===== config.mk =====
export PLATFORM = sky130hd
export DESIGN_NAME = gc_victim_block_selector_flat
export DESIGN_NICKNAME = d
export VERILOG_FILES = /design/src/gvbs_pkg.sv /design/src/gvbs_in_if.sv /design/src/gvbs_out_if.sv /design/src/gc_victim_block_selector.sv /design/src/gvbs_cfg.sv /design/src/gvbs_mul.sv /design/src/flat_wrapper.sv
export SDC_FILE = /design/constraint.sdc
export NUM_CORES = 2
export LEC_CHECK = 0
export BUFFER_PORTS_ARGS = -buffer_cell sky130_fd_sc_hd__buf_4
export CORE_MARGIN = 2
export CORE_UTILIZATION = 50
export CTS_BUF_LIST = sky130_fd_sc_hd__clkbuf_16
export DETAILED_ROUTE_END_ITERATION = 7
export PLACE_DENSITY = 0.77
export SLEW_MARGIN = 20
export SYNTH_ARGS = -nofsm -noshare
export SYNTH_HDL_FRONTEND = slang
export SYNTH_SLANG_ARGS = --single-unit

===== constraint.sdc =====
create_clock -name clk -period 10.14 [get_ports clk]
set_input_delay 2.028 -clock clk [delete_from_list [all_inputs] [get_ports clk]]
set_output_delay 2.028 -clock clk [all_outputs]
set_load 0.1 [all_outputs]

===== src/gvbs_pkg.sv =====
// ----------------------------------------------------------------------------
// gvbs_pkg - shared types and constants of the gc victim block selector
// Selection modes, register indexes, sequencer states and field widths.
// ----------------------------------------------------------------------------
`default_nettype none

package gvbs_pkg;

  // field widths
  localparam int ID_W    = 32;
  localparam int PAGE_W  = 16;
  localparam int READ_W  = 32;
  localparam int TICK_W  = 64;
  localparam int VPOS_W  = 10;
  localparam int MODE_W  = 3;
  localparam int DATA_W  = 32;
  localparam int ADDR_W  = 3;
  localparam int MUL_W   = 32;
  localparam int PROD_W  = 2 * MUL_W;
  localparam int WIDE_W  = MUL_W + TICK_W;

  // default list capacity
  localparam int DEF_MAX_BLOCKS = 1024;

  // register indexes (word index taken from paddr[2])
  localparam logic REG_SELECT_MODE = 1'b0;
  localparam logic REG_PAGE_COUNT  = 1'b1;

  // selection modes
  typedef enum logic [MODE_W-1:0] {
    MODE_GREEDY       = 3'd0,
    MODE_COST_BENEFIT = 3'd1,
    MODE_FIRST        = 3'd2,
    MODE_LEAST_READ   = 3'd3,
    MODE_LAST         = 3'd4,
    MODE_MOST_READ    = 3'd5,
    MODE_OLDEST       = 3'd6,
    MODE_NEWEST       = 3'd7
  } sel_mode_t;

  localparam sel_mode_t           RESET_MODE       = MODE_GREEDY;
  localparam logic [PAGE_W-1:0]   RESET_PAGE_COUNT = 16'd256;

  // sequencer states
  typedef enum logic [3:0] {
    ST_IDLE,
    ST_EVAL,
    ST_MUL_L,
    ST_MUL_R,
    ST_MUL_L0,
    ST_MUL_L1,
    ST_MUL_R0,
    ST_MUL_R1,
    ST_ACC,
    ST_CMP,
    ST_FINISH
  } seq_state_t;

  // settings handed from the register file to the scan logic
  typedef struct packed {
    sel_mode_t            mode;
    logic [PAGE_W-1:0]    page_count;
    logic                 restart;
  } cfg_t;

  // starting key of the running best for each mode
  function automatic logic [TICK_W-1:0] init_key(input sel_mode_t mode);
    logic [TICK_W-1:0] k;
    k = '0;
    case (mode)
      MODE_GREEDY, MODE_LEAST_READ: k = {{(TICK_W-32){1'b0}}, 32'hFFFF_FFFF};
      MODE_OLDEST:                  k = '1;
      default:                      k = '0;
    endcase
    return k;
  endfunction

endpackage

`default_nettype wire


===== src/gvbs_in_if.sv =====
// ----------------------------------------------------------------------------
// gvbs_in_if - block metadata request channel
// Valid/ready channel carrying one list entry per request.
// ----------------------------------------------------------------------------
`default_nettype none

interface gvbs_in_if;
  logic                          valid;
  logic                          ready;
  logic [gvbs_pkg::ID_W-1:0]     block_id;
  logic [gvbs_pkg::PAGE_W-1:0]   valid_pages;
  logic [gvbs_pkg::READ_W-1:0]   read_count;
  logic [gvbs_pkg::TICK_W-1:0]   inserted_tick;
  logic                          last_block;

  modport source (
    output valid, block_id, valid_pages, read_count, inserted_tick, last_block,
    input  ready
  );
  modport sink (
    input  valid, block_id, valid_pages, read_count, inserted_tick, last_block,
    output ready
  );
endinterface

`default_nettype wire


===== src/gvbs_out_if.sv =====
// ----------------------------------------------------------------------------
// gvbs_out_if - victim result channel
// Valid/ready channel carrying the chosen victim of one list.
// ----------------------------------------------------------------------------
`default_nettype none

interface gvbs_out_if;
  logic                          valid;
  logic                          ready;
  logic [gvbs_pkg::VPOS_W-1:0]   victim_position;
  logic [gvbs_pkg::ID_W-1:0]     victim_block;

  modport source (
    output valid, victim_position, victim_block,
    input  ready
  );
  modport sink (
    input  valid, victim_position, victim_block,
    output ready
  );
endinterface

`default_nettype wire


===== src/gc_victim_block_selector.sv =====
// ----------------------------------------------------------------------------
// gc_victim_block_selector - garbage-collection victim selection
// Scans one full-block list, one block per request, keeps a running best for
// the selected mode and returns the victim after the entry marked last.
// ----------------------------------------------------------------------------
//  channel   direction  handshake             payload
//  in_ch     sink       valid/ready           block_id, valid_pages, read_count,
//                                             inserted_tick, last_block
//  out_ch    source     valid/ready           victim_position, victim_block
//  apb       slave      psel/penable, pready  paddr, pwdata, prdata
//
//  a request goes through accept, evaluate and finish in every mode but
//  cost-benefit; cost-benefit against an existing finite best adds six passes
//  through the one 32x32 multiplier plus accumulate and compare.
//  after reset the block is ready at once; no memory needs clearing.
//  the last request of a list waits in finish while the previous victim is
//  still held in the output register; otherwise out_ch stalls never block input.
// ----------------------------------------------------------------------------
`default_nettype none

module gc_victim_block_selector #(
  parameter int MAX_BLOCKS = gvbs_pkg::DEF_MAX_BLOCKS
) (
  input  wire logic                          clk,
  input  wire logic                          rst_n,
  gvbs_in_if.sink                            in_ch,
  gvbs_out_if.source                         out_ch,
  input  wire logic                          psel,
  input  wire logic                          penable,
  input  wire logic                          pwrite,
  input  wire logic [gvbs_pkg::ADDR_W-1:0]   paddr,
  input  wire logic [gvbs_pkg::DATA_W-1:0]   pwdata,
  output logic      [gvbs_pkg::DATA_W-1:0]   prdata,
  output logic                               pready
);

  localparam int POS_W = (MAX_BLOCKS > 1) ? $clog2(MAX_BLOCKS) : 1;
  localparam logic [POS_W-1:0] POS_MAX = POS_W'(MAX_BLOCKS - 1);
  localparam int ID_W   = gvbs_pkg::ID_W;
  localparam int PAGE_W = gvbs_pkg::PAGE_W;
  localparam int READ_W = gvbs_pkg::READ_W;
  localparam int TICK_W = gvbs_pkg::TICK_W;
  localparam int MUL_W  = gvbs_pkg::MUL_W;
  localparam int PROD_W = gvbs_pkg::PROD_W;
  localparam int WIDE_W = gvbs_pkg::WIDE_W;
  localparam int VPOS_W = gvbs_pkg::VPOS_W;

  gvbs_pkg::cfg_t        cfg;
  gvbs_pkg::seq_state_t  state_r, state_nxt;

  // request held during evaluation
  logic [ID_W-1:0]       id_r;
  logic [PAGE_W-1:0]     vld_r;
  logic [READ_W-1:0]     reads_r;
  logic [TICK_W-1:0]     tick_r;
  logic                  last_r;

  // scan state
  logic [POS_W-1:0]      pos_r;
  logic [POS_W-1:0]      best_pos_r;
  logic [ID_W-1:0]       best_id_r;
  logic [TICK_W-1:0]     best_key_r;
  logic [PAGE_W-1:0]     best_valid_r;
  logic [TICK_W-1:0]     best_tick_r;
  logic                  best_finite_r;

  // cross-multiplication
  logic [MUL_W-1:0]      left_r;
  logic [MUL_W-1:0]      right_r;
  logic [WIDE_W-1:0]     lprod_r;
  logic [WIDE_W-1:0]     rprod_r;
  logic [MUL_W-1:0]      mul_a;
  logic [MUL_W-1:0]      mul_b;
  logic [PROD_W-1:0]     prod_r;

  // output register
  logic                  out_valid_r;
  logic [VPOS_W-1:0]     out_pos_r;
  logic [ID_W-1:0]       out_id_r;

  logic                  accept;
  logic                  out_busy;
  logic                  load_out;
  logic                  take;
  logic                  take_simple;
  logic                  cb_denom_ok;
  logic                  cb_mode;
  logic [TICK_W-1:0]     key;
  logic                  key_lt;
  logic                  key_eq;
  logic [PAGE_W-1:0]     clamp_valid;
  logic [POS_W+VPOS_W-1:0] best_pos_ext;

  gvbs_cfg u_cfg (
    .clk     (clk),
    .rst_n   (rst_n),
    .psel    (psel),
    .penable (penable),
    .pwrite  (pwrite),
    .paddr   (paddr),
    .pwdata  (pwdata),
    .prdata  (prdata),
    .pready  (pready),
    .cfg     (cfg)
  );

  gvbs_mul u_mul (
    .clk    (clk),
    .op_a   (mul_a),
    .op_b   (mul_b),
    .prod_r (prod_r)
  );

  // handshake
  assign in_ch.ready = (state_r == gvbs_pkg::ST_IDLE);
  assign accept      = in_ch.valid && in_ch.ready;
  assign out_busy    = out_valid_r && !out_ch.ready;
  assign load_out    = (state_r == gvbs_pkg::ST_FINISH) && last_r && !out_busy;
  assign cb_mode     = (cfg.mode == gvbs_pkg::MODE_COST_BENEFIT);
  assign clamp_valid = (in_ch.valid_pages > cfg.page_count) ? cfg.page_count
                                                             : in_ch.valid_pages;
  assign cb_denom_ok = (vld_r != cfg.page_count) && (tick_r != '0);

  // key of the current request for the compare modes
  always_comb begin
    case (cfg.mode)
      gvbs_pkg::MODE_GREEDY:     key = {{(TICK_W-PAGE_W){1'b0}}, vld_r};
      gvbs_pkg::MODE_LEAST_READ,
      gvbs_pkg::MODE_MOST_READ:  key = {{(TICK_W-READ_W){1'b0}}, reads_r};
      gvbs_pkg::MODE_OLDEST,
      gvbs_pkg::MODE_NEWEST:     key = tick_r;
      default:                   key = '0;
    endcase
  end

  assign key_lt = key < best_key_r;
  assign key_eq = key == best_key_r;

  // take decision of the single-compare modes
  always_comb begin
    case (cfg.mode)
      gvbs_pkg::MODE_GREEDY,
      gvbs_pkg::MODE_LEAST_READ,
      gvbs_pkg::MODE_OLDEST:     take_simple = key_lt;
      gvbs_pkg::MODE_MOST_READ,
      gvbs_pkg::MODE_NEWEST:     take_simple = !key_lt && !key_eq;
      gvbs_pkg::MODE_LAST:       take_simple = 1'b1;
      default:                   take_simple = 1'b0;
    endcase
  end

  // next state
  always_comb begin
    state_nxt = state_r;
    case (state_r)
      gvbs_pkg::ST_IDLE:   if (accept) state_nxt = gvbs_pkg::ST_EVAL;
      gvbs_pkg::ST_EVAL: begin
        if (cb_mode && cb_denom_ok && best_finite_r) state_nxt = gvbs_pkg::ST_MUL_L;
        else state_nxt = gvbs_pkg::ST_FINISH;
      end
      gvbs_pkg::ST_MUL_L:  state_nxt = gvbs_pkg::ST_MUL_R;
      gvbs_pkg::ST_MUL_R:  state_nxt = gvbs_pkg::ST_MUL_L0;
      gvbs_pkg::ST_MUL_L0: state_nxt = gvbs_pkg::ST_MUL_L1;
      gvbs_pkg::ST_MUL_L1: state_nxt = gvbs_pkg::ST_MUL_R0;
      gvbs_pkg::ST_MUL_R0: state_nxt = gvbs_pkg::ST_MUL_R1;
      gvbs_pkg::ST_MUL_R1: state_nxt = gvbs_pkg::ST_ACC;
      gvbs_pkg::ST_ACC:    state_nxt = gvbs_pkg::ST_CMP;
      gvbs_pkg::ST_CMP:    state_nxt = gvbs_pkg::ST_FINISH;
      gvbs_pkg::ST_FINISH: if (!last_r || !out_busy) state_nxt = gvbs_pkg::ST_IDLE;
      default:             state_nxt = gvbs_pkg::ST_IDLE;
    endcase
  end

  // outputs of the sequencer: multiplier operands and take strobe
  always_comb begin
    mul_a = '0;
    mul_b = '0;
    take  = 1'b0;
    case (state_r)
      gvbs_pkg::ST_EVAL: begin
        if (cb_mode) take = cb_denom_ok && !best_finite_r;
        else         take = take_simple;
      end
      gvbs_pkg::ST_MUL_L: begin
        mul_a = {{(MUL_W-PAGE_W){1'b0}}, vld_r};
        mul_b = {{(MUL_W-PAGE_W){1'b0}}, cfg.page_count - best_valid_r};
      end
      gvbs_pkg::ST_MUL_R: begin
        mul_a = {{(MUL_W-PAGE_W){1'b0}}, best_valid_r};
        mul_b = {{(MUL_W-PAGE_W){1'b0}}, cfg.page_count - vld_r};
      end
      gvbs_pkg::ST_MUL_L0: begin
        mul_a = left_r;
        mul_b = best_tick_r[MUL_W-1:0];
      end
      gvbs_pkg::ST_MUL_L1: begin
        mul_a = left_r;
        mul_b = best_tick_r[TICK_W-1:MUL_W];
      end
      gvbs_pkg::ST_MUL_R0: begin
        mul_a = right_r;
        mul_b = tick_r[MUL_W-1:0];
      end
      gvbs_pkg::ST_MUL_R1: begin
        mul_a = right_r;
        mul_b = tick_r[TICK_W-1:MUL_W];
      end
      gvbs_pkg::ST_CMP:    take = lprod_r < rprod_r;
      default: begin
        mul_a = '0;
        mul_b = '0;
        take  = 1'b0;
      end
    endcase
  end

  always_ff @(posedge clk) begin
    if (!rst_n) state_r <= gvbs_pkg::ST_IDLE;
    else        state_r <= state_nxt;
  end

  // capture the request, clamping valid pages to the page count
  always_ff @(posedge clk) begin
    if (accept) begin
      id_r    <= in_ch.block_id;
      vld_r   <= clamp_valid;
      reads_r <= in_ch.read_count;
      tick_r  <= in_ch.inserted_tick;
      last_r  <= in_ch.last_block;
    end
  end

  // partial products and their accumulation
  always_ff @(posedge clk) begin
    case (state_r)
      gvbs_pkg::ST_MUL_R:  left_r  <= prod_r[MUL_W-1:0];
      gvbs_pkg::ST_MUL_L0: right_r <= prod_r[MUL_W-1:0];
      gvbs_pkg::ST_MUL_L1: lprod_r <= {{(WIDE_W-PROD_W){1'b0}}, prod_r};
      gvbs_pkg::ST_MUL_R0: lprod_r <= lprod_r + {prod_r, {MUL_W{1'b0}}};
      gvbs_pkg::ST_MUL_R1: rprod_r <= {{(WIDE_W-PROD_W){1'b0}}, prod_r};
      gvbs_pkg::ST_ACC:    rprod_r <= rprod_r + {prod_r, {MUL_W{1'b0}}};
      default: begin
        left_r <= left_r;
      end
    endcase
  end

  // running best and scan position
  always_ff @(posedge clk) begin
    if (!rst_n) begin
      pos_r         <= '0;
      best_pos_r    <= '0;
      best_id_r     <= '0;
      best_key_r    <= gvbs_pkg::init_key(gvbs_pkg::RESET_MODE);
      best_valid_r  <= '0;
      best_tick_r   <= '0;
      best_finite_r <= 1'b0;
    end else if (cfg.restart || load_out) begin
      pos_r         <= '0;
      best_pos_r    <= '0;
      best_id_r     <= '0;
      best_key_r    <= gvbs_pkg::init_key(cfg.mode);
      best_valid_r  <= '0;
      best_tick_r   <= '0;
      best_finite_r <= 1'b0;
    end else begin
      // the first entry of a list is the fallback victim
      if (accept && (pos_r == '0)) begin
        best_pos_r <= '0;
        best_id_r  <= in_ch.block_id;
      end
      if (take) begin
        best_pos_r    <= pos_r;
        best_id_r     <= id_r;
        best_key_r    <= cb_mode ? '0 : key;
        best_valid_r  <= vld_r;
        best_tick_r   <= tick_r;
        best_finite_r <= 1'b1;
      end
      if ((state_r == gvbs_pkg::ST_FINISH) && !last_r && (pos_r < POS_MAX)) begin
        pos_r <= pos_r + POS_W'(1);
      end
    end
  end

  // output register
  assign best_pos_ext = {{VPOS_W{1'b0}}, best_pos_r};

  always_ff @(posedge clk) begin
    if (!rst_n) begin
      out_valid_r <= 1'b0;
    end else if (load_out) begin
      out_valid_r <= 1'b1;
    end else if (out_ch.ready) begin
      out_valid_r <= 1'b0;
    end
  end

  always_ff @(posedge clk) begin
    if (load_out) begin
      out_pos_r <= best_pos_ext[VPOS_W-1:0];
      out_id_r  <= best_id_r;
    end
  end

  assign out_ch.valid           = out_valid_r;
  assign out_ch.victim_position = out_pos_r;
  assign out_ch.victim_block    = out_id_r;

  // a register write restarts the scan from the list head
  a_restart_clears_pos: assert property (@(posedge clk) disable iff (!rst_n)
    cfg.restart |=> (pos_r == '0) && !best_finite_r)
    else $error("scan not restarted after register write");

  // scan position saturates at the list capacity
  a_pos_in_range: assert property (@(posedge clk) disable iff (!rst_n)
    pos_r <= POS_MAX)
    else $error("scan position beyond list capacity");

  // a victim never overwrites one that is still waiting
  a_no_result_overrun: assert property (@(posedge clk) disable iff (!rst_n)
    load_out |-> (!out_valid_r || out_ch.ready))
    else $error("output register overwritten");

  // the multiply sequence runs only in cost-benefit mode with a finite best
  a_mul_only_cb: assert property (@(posedge clk) disable iff (!rst_n)
    (state_r == gvbs_pkg::ST_MUL_L) |-> (cb_mode && best_finite_r && cb_denom_ok))
    else $error("cross-multiplication entered outside cost-benefit");

endmodule

`default_nettype wire


===== src/gvbs_cfg.sv =====
// ----------------------------------------------------------------------------
// gvbs_cfg - configuration registers
// APB-style register file for select_mode and page_count, with a restart
// pulse in the cycle after any register write.
// ----------------------------------------------------------------------------
`default_nettype none

module gvbs_cfg (
  input  wire logic                          clk,
  input  wire logic                          rst_n,
  input  wire logic                          psel,
  input  wire logic                          penable,
  input  wire logic                          pwrite,
  input  wire logic [gvbs_pkg::ADDR_W-1:0]   paddr,
  input  wire logic [gvbs_pkg::DATA_W-1:0]   pwdata,
  output logic      [gvbs_pkg::DATA_W-1:0]   prdata,
  output logic                               pready,
  output gvbs_pkg::cfg_t                     cfg
);

  gvbs_pkg::sel_mode_t               mode_r, mode_nxt;
  logic [gvbs_pkg::PAGE_W-1:0]       page_r, page_nxt;
  logic                              restart_r, restart_nxt;
  logic                              wr_en;
  logic                              reg_idx;

  assign pready  = 1'b1;
  assign wr_en   = psel && penable && pwrite && pready;
  assign reg_idx = paddr[2];

  // register write decode
  always_comb begin
    mode_nxt    = mode_r;
    page_nxt    = page_r;
    restart_nxt = 1'b0;
    if (wr_en) begin
      restart_nxt = 1'b1;
      case (reg_idx)
        gvbs_pkg::REG_SELECT_MODE: mode_nxt =
          gvbs_pkg::sel_mode_t'(pwdata[gvbs_pkg::MODE_W-1:0]);
        gvbs_pkg::REG_PAGE_COUNT:  page_nxt = pwdata[gvbs_pkg::PAGE_W-1:0];
        default:                   restart_nxt = 1'b0;
      endcase
    end
  end

  always_ff @(posedge clk) begin
    if (!rst_n) begin
      mode_r    <= gvbs_pkg::RESET_MODE;
      page_r    <= gvbs_pkg::RESET_PAGE_COUNT;
      restart_r <= 1'b0;
    end else begin
      mode_r    <= mode_nxt;
      page_r    <= page_nxt;
      restart_r <= restart_nxt;
    end
  end

  // read mux
  always_comb begin
    case (reg_idx)
      gvbs_pkg::REG_SELECT_MODE:
        prdata = {{(gvbs_pkg::DATA_W-gvbs_pkg::MODE_W){1'b0}}, mode_r};
      gvbs_pkg::REG_PAGE_COUNT:
        prdata = {{(gvbs_pkg::DATA_W-gvbs_pkg::PAGE_W){1'b0}}, page_r};
      default: prdata = '0;
    endcase
  end

  assign cfg.mode       = mode_r;
  assign cfg.page_count = page_r;
  assign cfg.restart    = restart_r;

endmodule

`default_nettype wire


===== src/gvbs_mul.sv =====
// ----------------------------------------------------------------------------
// gvbs_mul - shared multiplier
// One 32x32 unsigned multiplier with a registered 64-bit product, reused for
// every partial product of the cost-benefit cross-multiplication.
// ----------------------------------------------------------------------------
`default_nettype none

module gvbs_mul (
  input  wire logic                          clk,
  input  wire logic [gvbs_pkg::MUL_W-1:0]    op_a,
  input  wire logic [gvbs_pkg::MUL_W-1:0]    op_b,
  output logic      [gvbs_pkg::PROD_W-1:0]   prod_r
);

  logic [gvbs_pkg::PROD_W-1:0] prod_nxt;

  // product, registered before any further use
  assign prod_nxt = {{gvbs_pkg::MUL_W{1'b0}}, op_a} * {{gvbs_pkg::MUL_W{1'b0}}, op_b};

  always_ff @(posedge clk) begin
    prod_r <= prod_nxt;
  end

endmodule

`default_nettype wire

===== src/flat_wrapper.sv =====
// flat-port wrapper written by rule: the top's interface ports become plain ports
module gc_victim_block_selector_flat 
#(
  parameter int MAX_BLOCKS = gvbs_pkg::DEF_MAX_BLOCKS
)
  (clk, rst_n, psel, penable, pwrite, paddr, pwdata, prdata, pready, in_ch_valid, in_ch_block_id, in_ch_valid_pages, in_ch_read_count, in_ch_inserted_tick, in_ch_last_block, in_ch_ready, out_ch_valid, out_ch_victim_position, out_ch_victim_block, out_ch_ready);
  gvbs_in_if in_ch_i ();
  gvbs_out_if out_ch_i ();
  input  wire logic clk;
  input  wire logic rst_n;
  input  wire logic psel;
  input  wire logic penable;
  input  wire logic pwrite;
  input  wire logic [gvbs_pkg::ADDR_W-1:0] paddr;
  input  wire logic [gvbs_pkg::DATA_W-1:0] pwdata;
  output logic      [gvbs_pkg::DATA_W-1:0] prdata;
  output logic pready;
  input wire logic [$bits(in_ch_i.valid)-1:0] in_ch_valid;
  input wire logic [$bits(in_ch_i.block_id)-1:0] in_ch_block_id;
  input wire logic [$bits(in_ch_i.valid_pages)-1:0] in_ch_valid_pages;
  input wire logic [$bits(in_ch_i.read_count)-1:0] in_ch_read_count;
  input wire logic [$bits(in_ch_i.inserted_tick)-1:0] in_ch_inserted_tick;
  input wire logic [$bits(in_ch_i.last_block)-1:0] in_ch_last_block;
  output wire logic [$bits(in_ch_i.ready)-1:0] in_ch_ready;
  output wire logic [$bits(out_ch_i.valid)-1:0] out_ch_valid;
  output wire logic [$bits(out_ch_i.victim_position)-1:0] out_ch_victim_position;
  output wire logic [$bits(out_ch_i.victim_block)-1:0] out_ch_victim_block;
  input wire logic [$bits(out_ch_i.ready)-1:0] out_ch_ready;
  assign in_ch_i.valid = in_ch_valid;
  assign in_ch_i.block_id = in_ch_block_id;
  assign in_ch_i.valid_pages = in_ch_valid_pages;
  assign in_ch_i.read_count = in_ch_read_count;
  assign in_ch_i.inserted_tick = in_ch_inserted_tick;
  assign in_ch_i.last_block = in_ch_last_block;
  assign in_ch_ready = in_ch_i.ready;
  assign out_ch_valid = out_ch_i.valid;
  assign out_ch_victim_position = out_ch_i.victim_position;
  assign out_ch_victim_block = out_ch_i.victim_block;
  assign out_ch_i.ready = out_ch_ready;
  gc_victim_block_selector #(.MAX_BLOCKS(MAX_BLOCKS)) u_core (.clk(clk), .rst_n(rst_n), .in_ch(in_ch_i), .out_ch(out_ch_i), .psel(psel), .penable(penable), .pwrite(pwrite), .paddr(paddr), .pwdata(pwdata), .prdata(prdata), .pready(pready));
endmodule

==> results.cfg <==
[global_route]
first_global_vias = 59100
globalRoute.busiestLayer = met2
globalRoute.totalOverflow = 0
met2_grt_util_pct = 48.0
m3_gr_usage_pct = 7.10
globalRouteTotalUtil_pct = 31.0
maximum_number_of_pins_on_one_net_before_global_route_repair = 77
global_route.usage.met1_pct = 40.6
grt_pass1_wl_mm = 350
grt_antenna_before_repair = 13

[detailed_routing]
vias = 58500
via_per_inst = 5.88
antenna_violating_nets_post_route = 0
detail_route.wirelength_mm = 231
drt-wirelength-per-cell_um = 23.2
drt-pass1-iter-count = 6
drc_errors = 0
dr.first_iter.drc_count = 5772

[floorplanning]
overall_die_area_um2 = 149000
boundaryPins = 264
num_rows = 140
initial_utilization_pct = 50.3
chipWidth_um = 386
placeableCoreArea_um2 = 145000
die_height_um = 386

[sta]
final.setup_skew_ns = 0.0719
worst_slack_ns = 0.229
whs_ns = 0.420
rsz0062_at_grt = true
min_period_ns = 9.91
max_slew.worst_pin.slew_ns = 1.21
maximum_achievable_frequency_mhz = 101
worst_slew_margin_rel_pct = 18.3
timing.final.crit_share_pct = 97.7
report.final.slew_viol_count = 0
finalSetupViolations = 0
finalHoldViolCount = 0

[cells_and_area]
layout-drive-gt1-share_pct = 11.3
final_core_utilization_pct = 56.2
finish.net_count = 9632
n_fill_cell = 12600
flow.area_growth_from_synthesis_pct = 11.8

[power_and_ir_drop]
leakage_nw = 36.9
power_density_nw_per_um2 = 142
vdd_ir_drop_max_v = 0.000150

[clocking]
clk_path_buf_depth = 3
cts_tree = done
clockRootBuffer = sky130_fd_sc_hd__clkbuf_16
clock_buffer_count_from_cts = 82
clk_pin_slew_worst_paths_ns = 0.06
sink_count_of_the_clock_tree = 729
worst_skew_pair.late_latency_ns = 0.72
htreeDepth = 3

[yosys]
number_of_register_bits_inferred_by_synthesis = 729
synthesis.area_um2 = 73100
synth_cells = 7690
synth_seq_area_share_pct = 26.0
syn_area_per_cell_um2 = 9.50
synth.lib_cells_used.distinct = 99
async_reset_ff_share_pct = 0
yosysWarningCount = 0
dominantRegCellSynth = sky130_fd_sc_hd__edfxtp_1
number_of_enable_type_register_cells_in_the_synthesized_netlist = 443

[critical_path]
worst_ep_required_time_ns = 10.72
slowest_delay_ns = 0.60
critical_path.startpoint_type = flop
critical_path_end_type = flop
setup.worst_path.class = flop to flop
crit_path_frequent_cell = sky130_fd_sc_hd__fa_1
path_buf_inv = 7
timing.critical_path.slowest_stage_cell = sky130_fd_sc_hd__fa_2
critical_path.max_fanout = 14
worst_ep_arrival_time_ns = 10.49
path_delay_family = adder cells

[place]
place.detailed.hpwl_mm = 181
gp_routability_congestion = 1.01
quantity_of_i_o_buffers_inserted_on_ports = 228
detailedPlace.worstSlack_ns = -0.161

[run]
cap_violations = 0

[min_path]
worst_hold_path_type = flop to flop

[outcome]
run_status = complete, no violations
==> path summary, 6_finish.rpt <==
check / start / end / slack [ns] / depth (start not counted)
min reg2reg: u_core.best_pos_r[5] / u_core.out_ch.victim_position[5] / 0.42 / 0
max: u_core.u_cfg.page_r[0] / u_core.u_mul.prod_r[59] / 0.23 / 39
min: u_core.best_pos_r[5] / u_core.out_ch.victim_position[5] / 0.42 / 0
max reg2reg: u_core.u_cfg.page_r[0] / u_core.u_mul.prod_r[59] / 0.23 / 39
==> cells by family (layout without fill, tap and decap cells) <==
family | Yosys count | count (layout) | synth area share (%)
AO/OA/AOI/OAI | 1232 | 1233 | 11.1
XOR/XNOR | 199 | 199 | 2.38
adder cells (fa/ha/maj) | 1496 | 1496 | 34.9
buffers and inverters | 1561 | 1874 | 8.22
flip-flops | 729 | 729 | 26.0
multiplexers | 246 | 246 | 3.88
other | 2 | 21 | 0.0103
AND/OR/NAND/NOR | 2225 | 2225 | 13.6
==> Yosys cell counts (all sizes together) (133+ instances only) <==
cell type	n	area share (%)
a21o	171	1.8
a21oi	379	2.6
and2	133	1.1
clkbuf	325	1.7
dfxtp	286	7.8
edfxtp	443	18
fa	900	25
ha	596	10
inv	1161	6.0
mux2i	148	2.0
nand2	916	4.7
nor2	660	3.4
o21ai	265	1.8
==> per-stage QoR <==
stage / instance area [µm²] / instances / power, mW / setup TNS, ns
6_report: 81700 / 9940 / 11.6 / 0
4_1_cts: 81300 / 9924 / 11.4 / 0
2_1_floorplan: 73100 / 7705 / 6.61 / 0
3_3_place_gp: 78500 / 9770 / 8.25 / -0.145
5_1_grt: 81700 / 9937 / 12.1 / -0.0399
3_5_place_dp: 78500 / 9770 / 8.33 / -0.278
==> metal layers <==
layer | part of all wire (%) | vias to the layer above
met2 | 44 | 2921
li1 | - | 25800
met1 | 39 | 29100
met3 | 10 | 671
met5 | 0.011 | -
met4 | 6.4 | 4
==> cell type report <==
class | instances | area [µm²] | share of cell area [%]
Antenna cell | 4 | 10.0 | 0.0122
Multi-Input combinational cell | 5416 | 48600 | 59.4
Clock buffer | 86 | 2150 | 2.63
Timing Repair Buffer | 558 | 4520 | 5.53
Inverter | 1162 | 4370 | 5.34
Sequential cell | 729 | 19000 | 23.3
Tap cell | 1917 | 2400 | 2.93
Clock inverter | 68 | 673 | 0.823
==> report_power, final <==
group | internal (mW) | switching [mW]
sequential | 3.59 | 0.389
clock | 1.75 | 1.35
combinational | 1.65 | 2.90
total | 6.99 | 4.64
==> worst register-to-register path, delay by kind of cell (launching register included) <==
kind	cells	cell delay, ns
buf+inv	7	0.75
fa+ha+maj	11	4.94
xor+xnor	1	0.15
simple gates	5	1.03
flops	1	0.33
compound gates	15	2.58
==> layout by cell type (no fill, tap or decap), types with 34 or more instances in the layout <==
cell                        instances
sky130_fd_sc_hd__a21o_1           171
sky130_fd_sc_hd__a21oi_1          365
sky130_fd_sc_hd__and2_1           129
sky130_fd_sc_hd__and3_1            89
sky130_fd_sc_hd__buf_4            529
sky130_fd_sc_hd__clkbuf_16         88
sky130_fd_sc_hd__dfxtp_1          283
sky130_fd_sc_hd__edfxtp_1         443
sky130_fd_sc_hd__fa_1             897
sky130_fd_sc_hd__ha_1             596
sky130_fd_sc_hd__inv_1           1179
sky130_fd_sc_hd__mux2_2            75
sky130_fd_sc_hd__mux2i_1          148
sky130_fd_sc_hd__nand2_1          913
sky130_fd_sc_hd__nand2b_1          60
sky130_fd_sc_hd__nand3_1           79
sky130_fd_sc_hd__nand4_1           77
sky130_fd_sc_hd__nor2_1           654
sky130_fd_sc_hd__nor2b_1           70
sky130_fd_sc_hd__nor3_1            44
sky130_fd_sc_hd__o21ai_0          220
sky130_fd_sc_hd__o31a_1            34
sky130_fd_sc_hd__xnor2_1          114
sky130_fd_sc_hd__xor2_1            82
==> flip-flops by register name, summed over array words and instances (netlist names), 3 cells and up <==
signal                         cells
u_core.best_id_r                  32
u_core.best_key_r                 64
u_core.best_pos_r                 10
u_core.best_tick_r                64
u_core.best_valid_r               16
u_core.id_r                       32
u_core.left_r                     32
u_core.lprod_r                    96
u_core.out_ch.victim_block        32
u_core.out_ch.victim_position     10
u_core.pos_r                      10
u_core.reads_r                    32
u_core.right_r                    32
u_core.rprod_r                    96
u_core.state_r                     4
u_core.tick_r                     64
u_core.u_cfg.mode_r                3
u_core.u_cfg.page_r               16
u_core.u_mul.prod_r               64
u_core.vld_r                      16
==> what timing repair did <==
item | CTS | global route
pin swaps | 0 | 13
resized for setup | 3 | 57
setup endpoints to repair | 12 | 27
cloned | 0 | 3
hold buffers | 0 | 0
setup buffers | 0 | 9
Note: power is estimated with default switching activity, not from simulation.
